## src/hw/rtl/zlh_pkg.sv

```systemverilog
package zlh_pkg;

  localparam logic [31:0] LocalSig = 32'h04034b50;
  localparam logic [31:0] AllOnes  = 32'hFFFFFFFF;
  localparam logic [15:0] WideTag  = 16'h0001;
  localparam int unsigned HdrLen   = 30;

  typedef enum logic [2:0] {
    PH_HEADER  = 3'd0,
    PH_NAME    = 3'd1,
    PH_WALK    = 3'd2,
    PH_TAIL    = 3'd3,
    PH_DATA    = 3'd4,
    PH_STOPPED = 3'd5
  } phase_e;

  typedef enum logic [1:0] {
    KIND_ENTRY = 2'd0,
    KIND_BADSIG = 2'd1,
    KIND_STREAM_END = 2'd2
  } kind_e;

  typedef struct packed {
    logic [1:0]  kind;
    logic        last;
    logic [15:0] method;
    logic [15:0] gp_flags;
    logic [31:0] crc_value;
    logic [63:0] comp_size;
    logic [63:0] raw_size;
    logic [15:0] name_length;
    logic [15:0] extra_length;
    logic [31:0] dos_datetime;
    logic [63:0] data_offset;
    logic        is_dir;
  } result_t;

  // what the front hands to the back for one byte
  typedef struct packed {
    logic    res0_vld;
    logic    res1_vld;
    result_t res0;
    result_t res1;
  } work_t;

endpackage

```

## src/hw/rtl/zlh_front.sv

```systemverilog
module zlh_front #(
  parameter int unsigned POSITION_BITS = 64
) (
  input  logic            clk_i,
  input  logic            rst_ni,
  input  logic            in_vld_i,
  input  logic [7:0]      data_byte_i,
  input  logic            stream_end_i,
  output zlh_pkg::work_t  work_o
);
  import zlh_pkg::*;

  phase_e      phase_q, phase_d;
  logic [15:0] cnt_q, cnt_d;
  logic [POSITION_BITS-1:0] pos_q, pos_d;
  logic [7:0]  hb_q [HdrLen];
  logic [63:0] skip_q, skip_d;
  logic [31:0] rhead_q, rhead_d;
  logic [15:0] roff_q, roff_d;
  logic        wfound_q, wfound_d;
  logic [63:0] wunc_q, wunc_d, wcomp_q, wcomp_d;
  logic [7:0]  lnb_q, lnb_d;

  // header bytes with the current byte folded in (signature on 30th byte)
  logic [7:0]  hb [HdrLen];
  always_comb begin
    for (int i = 0; i < HdrLen; i++) begin
      hb[i] = hb_q[i];
      if (phase_q == PH_HEADER && cnt_q == 16'(i)) hb[i] = data_byte_i;
    end
  end

  logic [31:0] sig, crc, csz32, usz32;
  logic [15:0] nlen, xlen;
  assign sig   = {hb[3], hb[2], hb[1], hb[0]};
  assign crc   = {hb[17], hb[16], hb[15], hb[14]};
  assign csz32 = {hb[21], hb[20], hb[19], hb[18]};
  assign usz32 = {hb[25], hb[24], hb[23], hb[22]};
  assign nlen  = {hb[27], hb[26]};
  assign xlen  = {hb[29], hb[28]};

  logic [15:0] cnt_inc;
  assign cnt_inc = cnt_q + 16'd1;

  // walk byte datapath
  logic [15:0] rel, dd;
  logic [15:0] rsize;
  logic        ut, ct, ut_f, ct_f;
  logic [16:0] rend;
  assign rel   = cnt_q - roff_q;
  assign dd    = rel - 16'd4;
  assign rsize = rhead_q[31:16];
  assign ut    = (usz32 == AllOnes) && (rsize >= 16'd8);
  assign ct    = (csz32 == AllOnes) && ({1'b0, ut ? 16'd8 : 16'd0} + 17'd8 <= {1'b0, rsize});
  assign ut_f  = wfound_d && (usz32 == AllOnes) && (rhead_d[31:16] >= 16'd8);
  assign ct_f  = wfound_d && (csz32 == AllOnes) &&
                 ({1'b0, ut_f ? 16'd8 : 16'd0} + 17'd8 <= {1'b0, rhead_d[31:16]});

  logic [31:0] rhead_b;
  always_comb begin
    rhead_b = rhead_q;
    case (rel[1:0])
      2'd0: rhead_b[7:0]   = rhead_q[7:0]   | data_byte_i;
      2'd1: rhead_b[15:8]  = rhead_q[15:8]  | data_byte_i;
      2'd2: rhead_b[23:16] = rhead_q[23:16] | data_byte_i;
      default: rhead_b[31:24] = rhead_q[31:24] | data_byte_i;
    endcase
  end
  assign rend = {1'b0, roff_q} + 17'd4 + {1'b0, rhead_b[31:16]};

  result_t ent, endr;
  logic [63:0] csz_sel;
  assign csz_sel = ct_f ? wcomp_d : {32'd0, csz32};
  always_comb begin
    ent = '0;
    ent.kind = KIND_ENTRY;
    ent.method = {hb[9], hb[8]};
    ent.gp_flags = {hb[7], hb[6]};
    ent.crc_value = crc;
    ent.comp_size = csz_sel;
    ent.raw_size = ut_f ? wunc_d : {32'd0, usz32};
    ent.name_length = nlen;
    ent.extra_length = xlen;
    ent.dos_datetime = {hb[13], hb[12], hb[11], hb[10]};
    ent.data_offset = 64'(pos_q + POSITION_BITS'(1));
    ent.is_dir = (nlen != 16'd0) && (lnb_d == 8'h2f);
    endr = '0;
  end

  logic emit_ent, emit_bad;
  always_comb begin
    phase_d = phase_q; cnt_d = cnt_q; skip_d = skip_q; rhead_d = rhead_q;
    roff_d = roff_q; wfound_d = wfound_q; wunc_d = wunc_q; wcomp_d = wcomp_q;
    lnb_d = lnb_q; emit_ent = 1'b0; emit_bad = 1'b0;
    pos_d = pos_q + POSITION_BITS'(1);
    case (phase_q)
      PH_HEADER: begin
        if (cnt_q == 16'd0) begin
          rhead_d = '0; roff_d = '0; wfound_d = 1'b0;
          wunc_d = '0; wcomp_d = '0; lnb_d = '0;
        end
        cnt_d = cnt_inc;
        if (cnt_inc >= 16'(HdrLen)) begin
          cnt_d = '0;
          if (sig != LocalSig) begin
            emit_bad = 1'b1; phase_d = PH_STOPPED;
          end else if (nlen != 16'd0) phase_d = PH_NAME;
          else if (xlen != 16'd0) phase_d = PH_WALK;
          else emit_ent = 1'b1;
        end
      end
      PH_NAME: begin
        lnb_d = data_byte_i;
        cnt_d = cnt_inc;
        if (cnt_inc >= nlen) begin
          cnt_d = '0;
          if (xlen != 16'd0) phase_d = PH_WALK;
          else emit_ent = 1'b1;
        end
      end
      PH_WALK, PH_TAIL: begin
        if (phase_q == PH_WALK) begin
          if (!wfound_q) begin
            if (rel < 16'd4) begin
              rhead_d = rhead_b;
              if (rel == 16'd3) begin
                if (rend > {1'b0, xlen}) phase_d = PH_TAIL;
                else if (rhead_b[15:0] == WideTag) wfound_d = 1'b1;
                else begin
                  roff_d = rend[15:0]; rhead_d = '0;
                end
              end
            end
          end else if (rel >= 16'd4) begin
            if (ut && dd < 16'd8)
              wunc_d[dd[2:0]*8 +: 8] = wunc_q[dd[2:0]*8 +: 8] | data_byte_i;
            if (ct) begin
              if (ut && dd >= 16'd8 && dd < 16'd16)
                wcomp_d[dd[2:0]*8 +: 8] = wcomp_q[dd[2:0]*8 +: 8] | data_byte_i;
              else if (!ut && dd < 16'd8)
                wcomp_d[dd[2:0]*8 +: 8] = wcomp_q[dd[2:0]*8 +: 8] | data_byte_i;
            end
          end
        end
        cnt_d = cnt_inc;
        if (cnt_inc >= xlen) emit_ent = 1'b1;
      end
      PH_DATA: begin
        skip_d = skip_q - 64'd1;
        if (skip_d == 64'd0) begin
          phase_d = PH_HEADER; cnt_d = '0;
        end
      end
      default: ;
    endcase
    if (emit_ent) begin
      skip_d = csz_sel;
      phase_d = (csz_sel != 64'd0) ? PH_DATA : PH_HEADER;
      cnt_d = '0;
    end
  end

  logic end_res;
  assign end_res = stream_end_i && !emit_bad && (phase_q != PH_STOPPED) &&
                   (phase_q <= PH_STOPPED);

  always_comb begin
    work_o = '0;
    work_o.res0 = emit_ent ? ent : endr;
    if (emit_bad) work_o.res0.kind = KIND_BADSIG;
    work_o.res1 = endr;
    work_o.res1.kind = KIND_STREAM_END;
    work_o.res1.last = 1'b1;
    work_o.res0_vld = in_vld_i && (emit_ent || emit_bad || end_res);
    work_o.res1_vld = in_vld_i && (emit_ent && end_res);
    if (!emit_ent && !emit_bad) work_o.res0.kind = KIND_STREAM_END;
    work_o.res0.last = !(emit_ent && end_res);
  end

  always_ff @(posedge clk_i) begin
    if (in_vld_i && phase_q == PH_HEADER && cnt_q < 16'(HdrLen))
      hb_q[cnt_q[4:0]] <= data_byte_i;
  end

  always_ff @(posedge clk_i or negedge rst_ni) begin
    if (!rst_ni) begin
      phase_q <= PH_HEADER; cnt_q <= '0; pos_q <= '0; skip_q <= '0;
      rhead_q <= '0; roff_q <= '0; wfound_q <= 1'b0; wunc_q <= '0;
      wcomp_q <= '0; lnb_q <= '0;
    end else if (in_vld_i) begin
      if (stream_end_i) begin
        phase_q <= PH_HEADER; cnt_q <= '0; pos_q <= '0; skip_q <= '0;
        rhead_q <= '0; roff_q <= '0; wfound_q <= 1'b0; wunc_q <= '0;
        wcomp_q <= '0; lnb_q <= '0;
      end else begin
        phase_q <= phase_d; cnt_q <= cnt_d; pos_q <= pos_d; skip_q <= skip_d;
        rhead_q <= rhead_d; roff_q <= roff_d; wfound_q <= wfound_d;
        wunc_q <= wunc_d; wcomp_q <= wcomp_d; lnb_q <= lnb_d;
      end
    end
  end

`ifndef SYNTH
  a_one_needs_zero: assert property (@(posedge clk_i) disable iff (!rst_ni)
    work_o.res1_vld |-> work_o.res0_vld) else $error("second result without first");
  a_stop_holds: assert property (@(posedge clk_i) disable iff (!rst_ni)
    (phase_q == PH_STOPPED && !(in_vld_i && stream_end_i)) |=> phase_q == PH_STOPPED)
    else $error("left stopped phase early");
  a_no_emit_stopped: assert property (@(posedge clk_i) disable iff (!rst_ni)
    (phase_q == PH_STOPPED) |-> !(emit_ent || emit_bad)) else $error("emit while stopped");
`endif

endmodule

```

## src/hw/rtl/zlh_back.sv

```systemverilog
module zlh_back (
  input  logic             clk_i,
  input  logic             rst_ni,
  input  logic             push_i,
  input  zlh_pkg::work_t   work_i,
  output logic             full_o,
  input  logic             pop_i,
  output logic             empty_o,
  output zlh_pkg::result_t res_o
);
  import zlh_pkg::*;

  // four result slots; a byte needs up to two, so full keeps two free
  localparam int unsigned Depth = 4;
  result_t     mem_q [Depth];
  logic [1:0]  wp_q, rp_q;
  logic [2:0]  cnt_q;
  logic [1:0]  nin;
  logic        do_pop;

  assign do_pop  = pop_i && !empty_o;
  assign empty_o = (cnt_q == 3'd0);
  assign full_o  = (cnt_q > 3'd2);
  assign res_o   = mem_q[rp_q];
  assign nin     = (push_i && !full_o) ?
                   {1'b0, work_i.res0_vld} + {1'b0, work_i.res1_vld} : 2'd0;

  always_ff @(posedge clk_i) begin
    if (nin != 2'd0) mem_q[wp_q] <= work_i.res0;
    if (nin == 2'd2) mem_q[wp_q + 2'd1] <= work_i.res1;
  end

  always_ff @(posedge clk_i or negedge rst_ni) begin
    if (!rst_ni) begin
      wp_q <= '0; rp_q <= '0; cnt_q <= '0;
    end else begin
      wp_q  <= wp_q + nin;
      rp_q  <= rp_q + 2'(do_pop);
      cnt_q <= cnt_q + 3'(nin) - 3'(do_pop);
    end
  end

`ifndef SYNTH
  a_no_overflow: assert property (@(posedge clk_i) disable iff (!rst_ni)
    cnt_q <= 3'(Depth)) else $error("result queue overflow");
  a_cnt_step: assert property (@(posedge clk_i) disable iff (!rst_ni)
    (!push_i && do_pop) |=> cnt_q == $past(cnt_q) - 3'd1) else $error("count slip");
  a_ptr_gap: assert property (@(posedge clk_i) disable iff (!rst_ni)
    (wp_q - rp_q) == cnt_q[1:0]) else $error("pointer gap");
`endif

endmodule

```

## src/hw/rtl/zip_local_header_stream_parser.sv

```systemverilog
// Channel  Dir  Handshake    Payload
// input    in   push/full    data_byte_i, stream_end_i
// result   out  pop/empty    kind_o .. is_dir_o
// One byte per cycle while full is low; the header walk never stalls input.
// A byte may cause two results; a four-slot result queue takes them, and
// full rises while fewer than two slots are free.
// Reset is asynchronous; the result queue and walk state clear at once.
// A stall on the result side stops input only once the queue fills.
module zip_local_header_stream_parser #(
  parameter int unsigned POSITION_BITS = 64
) (
  input  logic        clk_i,
  input  logic        rst_ni,
  input  logic        push,
  output logic        full,
  input  logic [7:0]  data_byte_i,
  input  logic        stream_end_i,
  output logic        empty,
  input  logic        pop,
  output logic [1:0]  kind_o,
  output logic        last_o,
  output logic [15:0] method_o,
  output logic [15:0] gp_flags_o,
  output logic [31:0] crc_value_o,
  output logic [63:0] comp_size_o,
  output logic [63:0] raw_size_o,
  output logic [15:0] name_length_o,
  output logic [15:0] extra_length_o,
  output logic [31:0] dos_datetime_o,
  output logic [63:0] data_offset_o,
  output logic        is_dir_o
);
  import zlh_pkg::*;

  work_t   work;
  result_t res;
  logic    acc;

  assign acc = push && !full;

  zlh_front #(.POSITION_BITS(POSITION_BITS)) u_front (
    .clk_i, .rst_ni, .in_vld_i(acc), .data_byte_i, .stream_end_i, .work_o(work)
  );

  zlh_back u_back (
    .clk_i, .rst_ni, .push_i(push), .work_i(work), .full_o(full),
    .pop_i(pop), .empty_o(empty), .res_o(res)
  );

  assign kind_o = res.kind;
  assign last_o = res.last;
  assign method_o = res.method;
  assign gp_flags_o = res.gp_flags;
  assign crc_value_o = res.crc_value;
  assign comp_size_o = res.comp_size;
  assign raw_size_o = res.raw_size;
  assign name_length_o = res.name_length;
  assign extra_length_o = res.extra_length;
  assign dos_datetime_o = res.dos_datetime;
  assign data_offset_o = res.data_offset;
  assign is_dir_o = res.is_dir;

endmodule
```

## config.mk

```make
export PLATFORM = sky130hd
export DESIGN_NAME = zip_local_header_stream_parser
export DESIGN_NICKNAME = d
export VERILOG_FILES = /design/src/hw/rtl/zlh_pkg.sv /design/src/hw/rtl/zlh_front.sv /design/src/hw/rtl/zlh_back.sv /design/src/hw/rtl/zip_local_header_stream_parser.sv
export SDC_FILE = /design/constraint.sdc
export NUM_CORES = 2
export LEC_CHECK = 0
export BUFFER_PORTS_ARGS = -buffer_cell sky130_fd_sc_hd__buf_2
export CAP_MARGIN = 20
export CORE_ASPECT_RATIO = 0.9
export CORE_UTILIZATION = 41
export DETAILED_ROUTE_END_ITERATION = 10
export SLEW_MARGIN = 0
export SYNTH_ARGS = -nofsm -noshare
export SYNTH_HDL_FRONTEND = slang
export SYNTH_SLANG_ARGS = --single-unit
export TNS_END_PERCENT = 50
```

## constraint.sdc

```tcl
create_clock -name clk_i -period 11.75 [get_ports clk_i]
set_input_delay 0.5875 -clock clk_i [delete_from_list [all_inputs] [get_ports clk_i]]
set_output_delay 0.5875 -clock clk_i [all_outputs]
set_load 0.05 [all_outputs]
```

After elaboration in Yosys (flattened, before gate mapping) --
Memories as Yosys holds them, arrays and structs flattened. Cells that the tools add are included.
Word-level totals: bits in registers 339, memory bits (writable) 1536, bits of input ports 13, output and inout bits 326, memories 2
Operators by class: $add $sub $neg 16, order comparisons 16, equality and inequality tests 56, shift operators 5, multiplexer cells 129, bitwise gates (word level) 6, reduce and logical (&&, ||, !) cells 77
Memories:
- u_back.mem_q | words 4, bits a word 324, read ports 1, clocked after Yosys merged registers in 0, wr ports 2, line zlh_back.sv:15 | result_t mem_q [Depth];
- u_front.hb_q | words 30, bits a word 8, read ports 28, clocked after Yosys merged registers in 0, wr ports 1, line zlh_front.sv:16 | logic [7:0] hb_q [HdrLen];
Operator list (count):
- two-way mux 64 bit | 20
- two-way mux 321 bit | 1
- two-way mux 8 bit | 34
- two-way mux 32 bit | 8
- one-hot mux 64 bit (2 select lines) | 2
- == test 16 x 5 -> 1 bit, second input constant | 14
- two-way mux 16 bit | 13
- bitwise mux 64 bit | 2
- == test 16 x 4 -> 1 bit, second input constant | 8
- indexed part select 64 x 7 -> 8 bit | 2
- indexed part select 8 x 34 -> 64 bit | 2
- adder 64 x 1 -> 64 bit, second input constant | 1
- == test 32 bit, second input constant | 2
- logical NOT 64 bit | 1
- one-hot mux 16 bit (4 select lines) | 1
- one-hot mux 32 bit (2 select lines) | 1
- nonzero test 64 bit | 1
- variable shift 8 x 34 -> 64 bit, first input constant | 1
- subtractor 64 x 1 -> 64 bit, second input constant | 1
- logical AND 1 bit | 50
- == test 16 x 2 -> 1 bit, second input constant | 3
- >= comparator 16 x 4 -> 1 bit, second input constant | 3
- bitwise OR 8 bit | 6
- two-way mux 3 bit | 14
- other kinds (61) | 114

Logic depth before layout (Yosys ltp) --
word-level depth 23, mapped depth 53

By module --
Synthesis repeated with hierarchy kept, for this count alone.
Second synthesis, totals: cell total of the unflattened synthesis 7618, area, all modules 101442.3 sq um
Modules (own cells, without submodules):
- zlh_back | times used 1, cells an instance 3181, area each 62895.3 sq um, seq. area each 39092.5 sq um
- zlh_front | times used 1, cells an instance 4436, area each 38533.2 sq um, seq. area each 15034.4 sq um
- zip_local_header_stream_parser | times used 1, cells an instance 1, area each 13.8 sq um, seq. area each 0.0 sq um

Worst setup path before layout --
No wires, ideal clock.
kind register -> register, start point reg u_front.cnt_q[0], end point reg u_front.phase_q[2], setup time 0.134 ns, data arrival time 10.576 ns, data required time 11.616 ns, setup slack 1.040 ns, stages on the path, launching flop included 53, path buffers 7, period minus slack after synthesis 10.710 ns, path through dfrtp_1 > inv_1 > ha_1 > fa_1 > clkbuf_1 > buf_1 > buf_1 > clkbuf_1 > inv_1 > ha_1 > buf_2 > a21oi_1 > inv_1 > ha_1 > ha_1 > inv_1 > fa_1 > nor2b_1 > (+17 left out) > nor4_1 > nand4b_1 > o211a_1 > a211oi_4 > a31o_2 > buf_6 > inv_1 > ha_1 > nand2_1 > a21oi_1 > a31oi_1 > a31o_2 > a211o_1 > buf_6 > o21ai_0 > nand4_1 > nor4_2 > a31oi_1
On the way: cells in the longest elaborated chain, start to end 23, elaborated cells between the ends (all ways) 151, classes of those cells add/sub (7); order compare (12); eq/ne (30); shift (3); mux (64); bitwise (1); reduce/logical (34)
RTL lines:
- start: declaration | line zlh_front.sv:14 | logic [15:0] cnt_q, cnt_d;
- start signal: assignment | line zlh_front.sv:196 | phase_q <= phase_d; cnt_q <= cnt_d; pos_q <= pos_d; skip_q <= skip_d;
- subtractor 16 bit | line zlh_front.sv:50 | assign rel = cnt_q - roff_q;
- == test 2 x 1 -> 1 bit (tied with other cells) | line zlh_front.sv:62 | case (rel[1:0])
- OR reduction 3 bit (no source line)
- two-way mux 8 bit | line zlh_front.sv:62
- adder 17 x 16 -> 17 bit | line zlh_front.sv:69 | assign rend = {1'b0, roff_q} + 17'd4 + {1'b0, rhead_b[31:16]};
- > comparator 17 x 16 -> 1 bit | line zlh_front.sv:127 | if (rend > {1'b0, xlen}) phase_d = PH_TAIL;
- two-way mux 32 bit / two-way mux 1 bit (equally long branches) | line zlh_front.sv:127
- two-way mux 32 bit / two-way mux 1 bit (equally long branches) | line zlh_front.sv:126 | if (rel == 16'd3) begin
- (+7 left out)
- adder 16 x 4 -> 17 bit | line zlh_front.sv:57 | ({1'b0, ut_f ? 16'd8 : 16'd0} + 17'd8 <= {1'b0, rhead_d[31:16]});
- <= comparator 17 x 16 -> 1 bit | line zlh_front.sv:57
- logical AND 1 bit | line zlh_front.sv:56 | assign ct_f = wfound_d && (csz32 == AllOnes) &&
- two-way mux 64 bit | line zlh_front.sv:73 | assign csz_sel = ct_f ? wcomp_d : {32'd0, csz32};
- nonzero test 64 bit | line zlh_front.sv:158 | phase_d = (csz_sel != 64'd0) ? PH_DATA : PH_HEADER;
- two-way mux 3 bit | line zlh_front.sv:158
- two-way mux 3 bit | line zlh_front.sv:156 | if (emit_ent) begin
- two-way mux 3 bit | line zlh_front.sv:191 | if (stream_end_i) begin
- end signal: assignment | line zlh_front.sv:196
- end: declaration | line zlh_front.sv:13 | phase_e phase_q, phase_d;
Parallel ways exist; a longest one is shown, timed or not. The select of a mux whose other input is x is not followed. A chain may end at the register's enable or synchronous reset.

==> impl_summary.log <==
INFO  metric critical_path.startpoint_type = flip-flop
INFO  metric clk_path_buf_depth = 3
INFO  metric combinationalPowerShare = 0.395
INFO  metric h_tree_level_count = 4
INFO  metric max_slew.worst_pin.slew = between 1 and 1.5 ns
INFO  metric clock_power_share = 0.286
INFO  metric hpwl = approximately 210000 um
INFO  metric fmaxAchievable = between 90 and 100 MHz
INFO  metric cts_root_buffer = clkbuf_16
INFO  metric end_kind = flip-flop
INFO  metric critical_path_required = roughly 13 ns
INFO  metric switching_share = 0.4129
INFO  metric power.ir.vdd_worst = 0.2085 mV
INFO  metric num_vias = around 80000
INFO  metric antenna_found_initial = 12
INFO  metric final_period_util = 0.9312
INFO  metric switching_power = roughly 9.1 mW
INFO  metric drt_first_iter_violations = 9068
INFO  metric global_route_wire_length_before_repair = slightly below 500000 um
INFO  metric synthTopCellsByCount = 2772 x nand2_1, 1426 x a21oi_1, 1296 x dfxtp_1
INFO  metric synth_area_leader_cell = dfxtp_1
INFO  metric synth.most_common_cell = nand2_1
INFO  metric drt_drc_violations_left = 0
INFO  metric synthesis.area = roughly 90000 um^2
INFO  metric final_layout_size_suffix_gt1_frac = 0.1295
INFO  metric pre_cts_ws = around 1.1 ns
INFO  metric critical_path_class = flip-flop to flip-flop
INFO  metric clkLatencyLatePin = approximately 0.9 ns
INFO  metric route.detailed.vias_per_inst = 6.035
INFO  metric design.final.nets = about 10000
INFO  metric avgRoutedWirePerCell = between 20 and 25 um
INFO  metric routed_wl = 328500 um
INFO  metric slowest_stage = nor4_1
INFO  metric p_seq_frac = 0.320
INFO  metric vias_in_the_first_global_route = roughly 76000
INFO  metric power_per_cell_area = between 200 and 250 nW/um^2
INFO  metric final-setup-viol-count = 0
INFO  metric timing.clock.skew = 0.06936 ns
INFO  metric clock_tree_from_tritoncts = built
INFO  metric r2r_cells = between 40 and 50
INFO  metric hold_viol_final = 0
INFO  metric cp.arrival = between 10 and 15 ns
INFO  metric number_of_distinct_library_cells_after_synthesis = 105
INFO  metric largest_fanout_on_the_critical_path = 14
INFO  metric synth.yosys.warnings = 0
INFO  metric rsz_0062_raised_after_global_routing = no
INFO  metric yosys_most_used_dff = dfxtp_1
INFO  metric ys_ff_latch = ~1900
INFO  metric report.power.total = between 20 and 25 mW
INFO  metric worst_hold_path_type = primary input to flip-flop
INFO  metric final.min_clock_period = 10.94 ns
INFO  metric post-synth-top-area-fraction = 0.2907
INFO  metric async_reset_ff_frac = 0.1824
INFO  metric tritoncts.num_buffers = 198
INFO  metric crit_path_max_incr_delay = between 0.7 and 0.8 ns
INFO  metric totalNegativeSetupSlack = 0 ns
INFO  metric grt_start_max_net_pins = approximately 130
INFO  metric timing.final.max_slew_violations = 0
INFO  metric cts_sinks = ~1900
INFO  metric hold_ws = 0.1025 ns
INFO  metric postSynthCellCount = 10220
INFO  metric die_w = 493.8 um
INFO  metric clkTransAtPathRegs = 0.06 ns
INFO  metric grt.overflow.total = 0
INFO  metric p_leak = roughly 37 nW
INFO  metric max-cap-violations = 0
INFO  metric placement_rows = approximately 160
INFO  metric grt_usage = 0.2906
INFO  metric placement.io_buffers = roughly 340
INFO  metric fp.dieH = around 440 um
INFO  metric setup_ws = about 0.81 ns
INFO  metric postRouteAntennaNets = 0
INFO  metric synth-seq-area-share = 0.4612
INFO  metric mappedNetlistNets = approximately 10000
INFO  metric postCtsSetupRepairBufs = 0
INFO  metric num-fill-cells = approximately 21000
INFO  metric status = completed
INFO  metric core = 216500 um^2
INFO  metric initial_utilization = 0.4122
INFO  metric multi_input_area = between 40000 and 50000 um^2
INFO  metric register_area = slightly above 40000 um^2
INFO  metric fp.dieArea = 219500 um^2
INFO  metric top_level_ports = 339
INFO  metric drt_pass1_iterations = 6
INFO  metric internal_power = approximately 13 mW
INFO  metric area_delta_synth_final = 12.07%
INFO  metric netlist_top_cells_area = dfxtp_1 29%, nand2_1 12%, dfrtp_1 9.5%
INFO  metric post_synth.cell_area_avg = approximately 8.7 um^2
INFO  metric finalWeightedCongestion = around 0.97
INFO  metric synth_enable_flop_cells = 224
INFO  metric hold-path-cell-count = 1
INFO  metric timing.max_slew.rel_slack = 0.2269
## critical path, delay by kind of cell, from the launching register on
| family | cells | cell delay [ns] |
|---|---|---|
| AOI/OAI and AO/OA | 22 | 4.29 |
| adders and majority gates | 8 | 2.58 |
| and+or+nand+nor | 9 | 2.25 |
| buffers and inverters | 7 | 1.05 |
| DFF | 1 | 0.49 |
| xor gates and xnor gates | 1 | 0.17 |
## per-layer routing
metal	vias up	routed length [um]	GRT usage
met5	-	28	0
met4	4	14080	0.1237
met3	674	27640	0.05021
met2	3902	149900	0.4551
met1	39380	136900	0.3950
li1	35720	-	-
## sequential cells by signal, summed over array words and instances (netlist names)
signal            cells
u_front.skip_q       64
u_front.hb_q        224
u_back.mem_q       1296
u_front.phase_q       3
u_back.wp_q           2
u_back.cnt_q          3
u_front.cnt_q        16
u_front.wcomp_q      64
u_front.wunc_q       64
u_front.rhead_q      32
u_back.rp_q           2
u_front.pos_q        64
u_front.wfound_q      1
u_front.lnb_q         8
u_front.roff_q       16
## worst paths after layout
check,startpoint,endpoint,slack (ns)
worst max-delay path,u_front.cnt_q[0],u_back.mem_q[0][230],0.81
worst min-delay path,data_byte_i[7],u_front.hb_q[26][7],0.10
worst max register to register,u_front.cnt_q[0],u_back.mem_q[0][230],0.81
worst min register to register,u_back.mem_q[1][180],u_back.mem_q[1][180],0.45
max in group asynchronous,rst_ni,u_front.skip_q[26],8.56
min in group asynchronous,rst_ni,u_front.cnt_q[11],0.32
## kinds of logic after synthesis
family                     synth area share
buffers and inverters               0.04010
DFF                                  0.4612
adders and majority gates           0.01736
AOI/OAI and AO/OA                    0.1594
and+or+nand+nor                      0.1978
muxes                                0.1125
xor gates and xnor gates            0.01168
## layout by cell type, fill, tap and decap left out, drive strengths merged, types with 22 or more instances in the layout
cell type / Yosys / final
ha: 119 / 119
clkinv: 3 / 54
mux4: 356 / 356
mux2i: 184 / 184
edfxtp: 224 / 224
nand2b: 22 / 22
a31oi: 56 / 56
and2: 48 / 48
a221oi: 33 / 33
nand2: 2772 / 2772
inv: 120 / 132
nor2: 643 / 643
o22ai: 50 / 50
buf: 173 / 538
or4: 22 / 22
o21ai: 418 / 418
o31ai: 23 / 23
clkbuf: 627 / 303
a211oi: 30 / 30
or3: 45 / 45
xnor2: 66 / 66
and3: 61 / 61
a22o: 42 / 42
dfrtp: 339 / 339
a21o: 34 / 34
xor2: 53 / 53
nand4: 75 / 75
nor3: 195 / 195
dfxtp: 1296 / 1296
a22oi: 187 / 187
nand3: 92 / 92
a21oi: 1428 / 1428
nor4: 93 / 93
## area by class of cell
class                           count  area share
Tap cell                         2870     0.03591
Multi-Input combinational cell   7433      0.4464
Sequential cell                  1859      0.4116
Antenna cell                        2  0.00005004
Clock inverter                     73    0.007531
Timing Repair Buffer              539     0.03607
Inverter                          123    0.004616
Clock buffer                      303     0.05782
## metrics by stage
| stage | instance area, um^2 | utilization | cells |
|---|---|---|---|
| after floorplan | 89240 | - | 10220 |
| after detailed placement | 93420 | 0.4315 | 12820 |
| after global placement | 93410 | 0.4315 | 12820 |
| after CTS | 99960 | 0.4618 | 13200 |
| after global routing | 100000 | 0.4620 | 13200 |
| final | 100000 | 0.4620 | 13200 |
## power groups by stage
stage	clock network (mW)	logic [mW]	registers (mW)
after global placement	0	8.42	7.17
after CTS	6.39	8.50	7.05
after floorplan	0	5.87	6.99
after detailed placement	0	8.46	7.18
final	6.32	8.73	7.06
after global routing	6.65	9.23	7.09
## timing repair
item | in CTS | in global routing
hold buffers | 1 | 0
endpoints found under the hold margin | 66 | 0
gates resized for setup | 0 | 0
No activity file was read; power rests on OpenSTA's default activity.
